File: config.mk
export PLATFORM = sky130hd
export DESIGN_NAME = comment_and_string_blanker_top
export DESIGN_NICKNAME = d
export VERILOG_FILES = /design/src/rtl/csb_pkg.sv /design/src/rtl/comment_and_string_blanker_top.sv
export SDC_FILE = /design/constraint.sdc
export NUM_CORES = 1
export LEC_CHECK = 0
export ABC_AREA = 1
export BUFFER_PORTS_ARGS = -buffer_cell sky130_fd_sc_hd__buf_2
export CAP_MARGIN = 15
export CORE_MARGIN = 2
export CORE_UTILIZATION = 30
export CTS_BUF_LIST = sky130_fd_sc_hd__clkbuf_16
export CTS_CLUSTER_DIAMETER = 80
export DETAILED_ROUTE_END_ITERATION = 10
export GPL_TIMING_DRIVEN = 0
export SYNTH_ARGS = -nofsm -noshare
export SYNTH_HDL_FRONTEND = slang
export SYNTH_SLANG_ARGS = --single-unit
export TNS_END_PERCENT = 10
File: constraint.sdc
create_clock -name clk -period 1.9 [get_ports clk]
set_input_delay 0.57 -clock clk [delete_from_list [all_inputs] [get_ports clk]]
set_output_delay 0.57 -clock clk [all_outputs]
set_load 0.02 [all_outputs]
File: src/rtl/csb_pkg.sv
package csb_pkg;

  localparam logic [7:0] CH_SLASH  = 8'h2F;
  localparam logic [7:0] CH_STAR   = 8'h2A;
  localparam logic [7:0] CH_NL     = 8'h0A;
  localparam logic [7:0] CH_DQUOTE = 8'h22;
  localparam logic [7:0] CH_SQUOTE = 8'h27;
  localparam logic [7:0] CH_BSLASH = 8'h5C;
  localparam logic [7:0] CH_SPACE  = 8'h20;

  typedef enum logic [3:0] {
    MODE_CODE  = 4'b0001,
    MODE_LINE  = 4'b0010,
    MODE_BLOCK = 4'b0100,
    MODE_STR   = 4'b1000
  } mode_t;

endpackage

File: src/rtl/comment_and_string_blanker_top.sv
// Comment and string blanker.
// Slave stream s_*: one source byte per transaction, tlast marks the final
// byte of a text. Master stream m_*: the blanked text, one byte per
// transaction, in the same positions; tlast marks the final byte of a text.
// Comments and quoted literals become spaces; newlines inside them are kept
// unless escaped in a literal. A byte's result appears on m_* in the cycle
// after the byte is taken. A slash in code is held until the next byte
// decides whether a comment opens, so such a byte gives no result of its
// own and the next byte gives two transactions.
// Throughput: one byte per cycle while m_tready is high; after a byte that
// gives two results, s_tready stays low until the single-byte master port
// has drained one entry of the two-entry result register.
// Reset: scanner returns to code mode and the result register empties.
// A held slash and an open comment or literal end with the tlast byte.
// Stall: while m_tready is low the result register holds its contents;
// s_tready drops as soon as a new byte could not be stored.
module comment_and_string_blanker_top
  import csb_pkg::*;
(
  input  logic       clk,
  input  logic       rst,
  input  logic       s_tvalid,
  output logic       s_tready,
  input  logic [7:0] s_tdata,   // [7:0] text_byte
  input  logic       s_tlast,   // text_end
  output logic       m_tvalid,
  input  logic       m_tready,
  output logic [7:0] m_tdata,   // [7:0] clean_byte
  output logic       m_tlast    // clean_end
);

  mode_t      mode, mode_next;
  logic       quote_single, quote_single_next;
  logic       star_seen, star_seen_next;
  logic       esc_pending, esc_pending_next;
  logic       slash_held, slash_held_next;

  logic [7:0] ob0, ob1;
  logic       oe0, oe1;
  logic [1:0] ocnt;

  logic [7:0] b0, b1;
  logic [1:0] n;
  logic       e0, e1;
  logic [7:0] c;
  logic [7:0] blank_nl;
  logic [7:0] q;
  logic       accept, pop;

  assign c        = s_tdata;
  assign blank_nl = (c == CH_NL) ? CH_NL : CH_SPACE;
  assign q        = quote_single ? CH_SQUOTE : CH_DQUOTE;

  assign s_tready = (ocnt == 2'd0) || ((ocnt == 2'd1) && m_tready);
  assign accept   = s_tvalid && s_tready;
  assign m_tvalid = (ocnt != 2'd0);
  assign pop      = m_tvalid && m_tready;
  assign m_tdata  = ob0;
  assign m_tlast  = oe0;

  always_comb begin
    mode_next         = mode;
    quote_single_next = quote_single;
    star_seen_next    = star_seen;
    esc_pending_next  = esc_pending;
    slash_held_next   = slash_held;
    b0 = CH_SPACE;
    b1 = CH_SPACE;
    n  = 2'd1;
    e0 = 1'b0;
    e1 = 1'b0;
    unique case (mode)
      MODE_CODE: begin
        if (slash_held && (c == CH_SLASH)) begin
          slash_held_next = 1'b0;
          mode_next       = MODE_LINE;
          n               = 2'd2;
        end else if (slash_held && (c == CH_STAR)) begin
          slash_held_next = 1'b0;
          mode_next       = MODE_BLOCK;
          star_seen_next  = 1'b0;
          n               = 2'd2;
        end else if (slash_held) begin
          slash_held_next = 1'b0;
          b0              = CH_SLASH;
          n               = 2'd2;
          if ((c == CH_DQUOTE) || (c == CH_SQUOTE)) begin
            mode_next         = MODE_STR;
            quote_single_next = (c == CH_SQUOTE);
            esc_pending_next  = 1'b0;
            b1                = CH_SPACE;
          end else begin
            b1 = c;
          end
        end else if (c == CH_SLASH) begin
          slash_held_next = 1'b1;
          n               = 2'd0;
        end else if ((c == CH_DQUOTE) || (c == CH_SQUOTE)) begin
          mode_next         = MODE_STR;
          quote_single_next = (c == CH_SQUOTE);
          esc_pending_next  = 1'b0;
        end else begin
          b0 = c;
        end
      end
      MODE_LINE: begin
        if (c == CH_NL) begin
          mode_next = MODE_CODE;
          b0        = CH_NL;
        end
      end
      MODE_BLOCK: begin
        if (star_seen && (c == CH_SLASH)) begin
          mode_next      = MODE_CODE;
          star_seen_next = 1'b0;
        end else begin
          star_seen_next = (c == CH_STAR);
          b0             = blank_nl;
        end
      end
      MODE_STR: begin
        if (esc_pending) begin
          esc_pending_next = 1'b0;
        end else if (c == CH_BSLASH) begin
          esc_pending_next = 1'b1;
        end else if (c == q) begin
          mode_next = MODE_CODE;
        end else begin
          b0 = blank_nl;
        end
      end
      default: begin
        mode_next = MODE_CODE;
      end
    endcase

    if (s_tlast) begin
      // flush held slash; the only such case leaves no other result
      if (slash_held_next) begin
        b0 = CH_SLASH;
        n  = 2'd1;
      end
      if (n == 2'd2) begin
        e1 = 1'b1;
      end else begin
        e0 = 1'b1;
      end
      mode_next         = MODE_CODE;
      quote_single_next = 1'b0;
      star_seen_next    = 1'b0;
      esc_pending_next  = 1'b0;
      slash_held_next   = 1'b0;
    end
  end

  always_ff @(posedge clk) begin
    if (rst) begin
      mode         <= MODE_CODE;
      quote_single <= 1'b0;
      star_seen    <= 1'b0;
      esc_pending  <= 1'b0;
      slash_held   <= 1'b0;
      ocnt         <= 2'd0;
    end else begin
      if (accept) begin
        mode         <= mode_next;
        quote_single <= quote_single_next;
        star_seen    <= star_seen_next;
        esc_pending  <= esc_pending_next;
        slash_held   <= slash_held_next;
        ocnt         <= n;
      end else if (pop) begin
        ocnt <= ocnt - 2'd1;
      end
    end
  end

  always_ff @(posedge clk) begin
    if (accept) begin
      ob0 <= b0;
      oe0 <= e0;
      ob1 <= b1;
      oe1 <= e1;
    end else if (pop) begin
      ob0 <= ob1;
      oe0 <= oe1;
    end
  end

endmodule

==> results.toml <==
[worst_setup_path]
r2r_cells = 9
crit_fanout = 3
endpoint_kind = "output port"
critical_path_arrival_ns = 1.19
required_ns = 1.33
critPathKind = "reg -> out"
setup.worst_path.start_class = "flop"

[cells_and_area]
nets = 301
layout-drive-gt1-share_pct = 20.4
nFillCells = 652
layout_common_cells = "75 x nand2_1, 38 x nor2_1, 24 x buf_2, 22 x inv_1, 22 x nand3_1"
final_common_cell = "nand2_1"
syn_to_final_growth_pct = 17.3
final_cell_area_um2 = 2170
num_antenna_cells = 0

[synth]
synth_flop_cell = "edfxtp_1"
synth.avg_cell_area_um2 = 7.18
yosysTopAreaCell = "edfxtp_1"
syn-num-nets = 273
synth-edff-count = 18
synth.area.top_cells = "edfxtp_1 29%, nand2_1 15%, dfxtp_1 11%"
synth_top_area_share_pct = 29.2
synth_cell_types = 27
synth.yosys.seq_area_share_pct = 40.0
synth-seq-cells = 28
ys_async_sr_fraction_pct = 0
ys_warn_count = 0
synth_cells = 258
syn_area_um2 = 1850

[global_routing]
grt_pass1_wl_um = 6860
grt_pass1_vias = 1490
overflow = 0
grt_use_total_pct = 13.2
grt_max_degree = 19
antenna_found_initial = 0

[cts]
ctsHoldBuffers = 0
cts_tree = "yes"
clkLatencyLatePin_ns = 0.27
path_clk_slew_ns = 0.07
cts_max_level = 1
cts_sinks = 28
clock_path_buffers = 2
cts-buffers-inserted = 3
cts_root_buf = "clkbuf_16"

[placement]
io_buffers = 23
place_area_um2 = 2060
place_congestion = 0.927
dpl.hpwl_um = 3340

[detailed_routing]
drtAntennaViolNets = 0
wl_met1_um = 2080
routed_wl_um = 4220
drc_errors = 0
num_vias = 1732
drt-initial-drc-count = 122
top_layer = "met4"
met2_length_um = 1850
drt_first_pass_iters = 4
via_per_inst = 4.81
wl_per_cell_um = 11.7
met3WireLength_um = 198

[timing]
tightestPinTransition_ns = 0.497
finClkSkew_ns = 0.00247
rsz0062_at_grt = "no"
period_needed_ns = 1.76
fmax_ghz = 0.568
final_hold_viol_count = 0
post-route-period-util_pct = 92.6
report.final.slew_viol_count = 0
slew_headroom_pct = 66.8
setup_violations = 0

[die]
core_um2 = 5960
num_io_pins = 24
fp.dieW_um = 82.6
die_h_um = 82.6
die_area_um2 = 6820
rows = 28
initial_core_util_pct = 31.1

[pwr]
p_leak_nw = 0.963
power.total_w = 0.00304
ir_worst_vdd_mv = 0.625
cellPowerDensity_nw_per_um2 = 1400

[min_path]
hold_depth = 2
min_path_type = "in -> reg"

[run]
drv_cap = 0

[status]
status = "finished clean"
Yosys cell counts, types with 4 or more instances:
library cell,count
nand2_1,75
nor2_1,38
inv_1,23
nand3_1,22
edfxtp_1,18
dfxtp_1,10
nand4_1,9
inv_2,8
o21ai_0,8
a21oi_1,7
nor2_4,6
nor2_2,5
nor3_1,5
nand2_2,4
registers in the layout (all words and copies together), names as in the netlist:
| signal | count |
|---|---|
| esc_pending | 1 |
| m_tdata | 8 |
| m_tlast | 1 |
| mode | 4 |
| ob1 | 8 |
| ocnt | 2 |
| oe1 | 1 |
| quote_single | 1 |
| slash_held | 1 |
| star_seen | 1 |
where the power goes:
part / internal (W) / total (W) / switching, W / leakage [nW]
Combinational: 0.000447 / 0.00139 / 0.000943 / 0.657
Sequential: 0.000921 / 0.00101 / 0.0000875 / 0.255
Clock: 0.000421 / 0.000646 / 0.000225 / 0.0511
Total: 0.00179 / 0.00304 / 0.00126 / 0.963
critical path, stage by stage (launching register included):
cell	delay [ns]
dfxtp_1	0.36
inv_1	0.07
ha_1	0.22
inv_2	0.06
nand2_1	0.06
buf_2	0.15
metal layers:
layer | vias up | track usage [%]
met5 | - | 0
met4 | 0 | 4.92
met3 | 9 | 2.50
met2 | 46 | 20.9
met1 | 776 | 17.7
li1 | 901 | -
path summary, 6_finish.rpt:
path         slack, ns    start    endpoint
max               0.14  ocnt[0]    s_tready
min               0.49      rst  slash_held
max reg2reg       0.17  ocnt[0]  m_tdata[4]
min reg2reg       0.51  mode[1]     mode[1]
logic make-up after synthesis:
family / synth area share (%)
AOI/OAI and AO/OA: 7.09
and+or+nand+nor: 44.5
DFF: 40.0
adders and majority gates: 1.35
buffers and inverters: 7.03
metrics by stage:
step	setup TNS, ns	utilization (%)	hold slack [ns]	cells	setup slack [ns]
2_1_floorplan	0	-	0.477	258	0.137
3_3_place_gp	-0.497	34.6	0.495	356	-0.125
3_5_place_dp	-0.654	34.6	0.501	356	-0.150
4_1_cts	0	36.4	0.493	360	0.112
5_1_grt	0	36.5	0.495	360	0.00150
6_report	0	36.5	0.492	360	0.141
timing repair:
item                                    CTS  global route
gates resized for setup                   1             2
buffers inserted                          0             0
endpoints found under the setup margin    1             2
endpoints found under the hold margin     0             0
area by class of cell:
| type | count | area (µm²) | share of cell area, % |
|---|---|---|---|
| Multi-Input combinational cell | 196 | 981 | 45.2 |
| Sequential cell | 28 | 741 | 34.1 |
| Inverter | 31 | 116 | 5.36 |
| Timing Repair Buffer | 23 | 115 | 5.30 |
| Tap cell | 75 | 93.8 | 4.32 |
| Clock buffer | 3 | 75.1 | 3.46 |
| Clock inverter | 1 | 30.0 | 1.38 |
| Buffer | 3 | 20.0 | 0.922 |
Note: power is estimated with default switching activity, not from simulation.
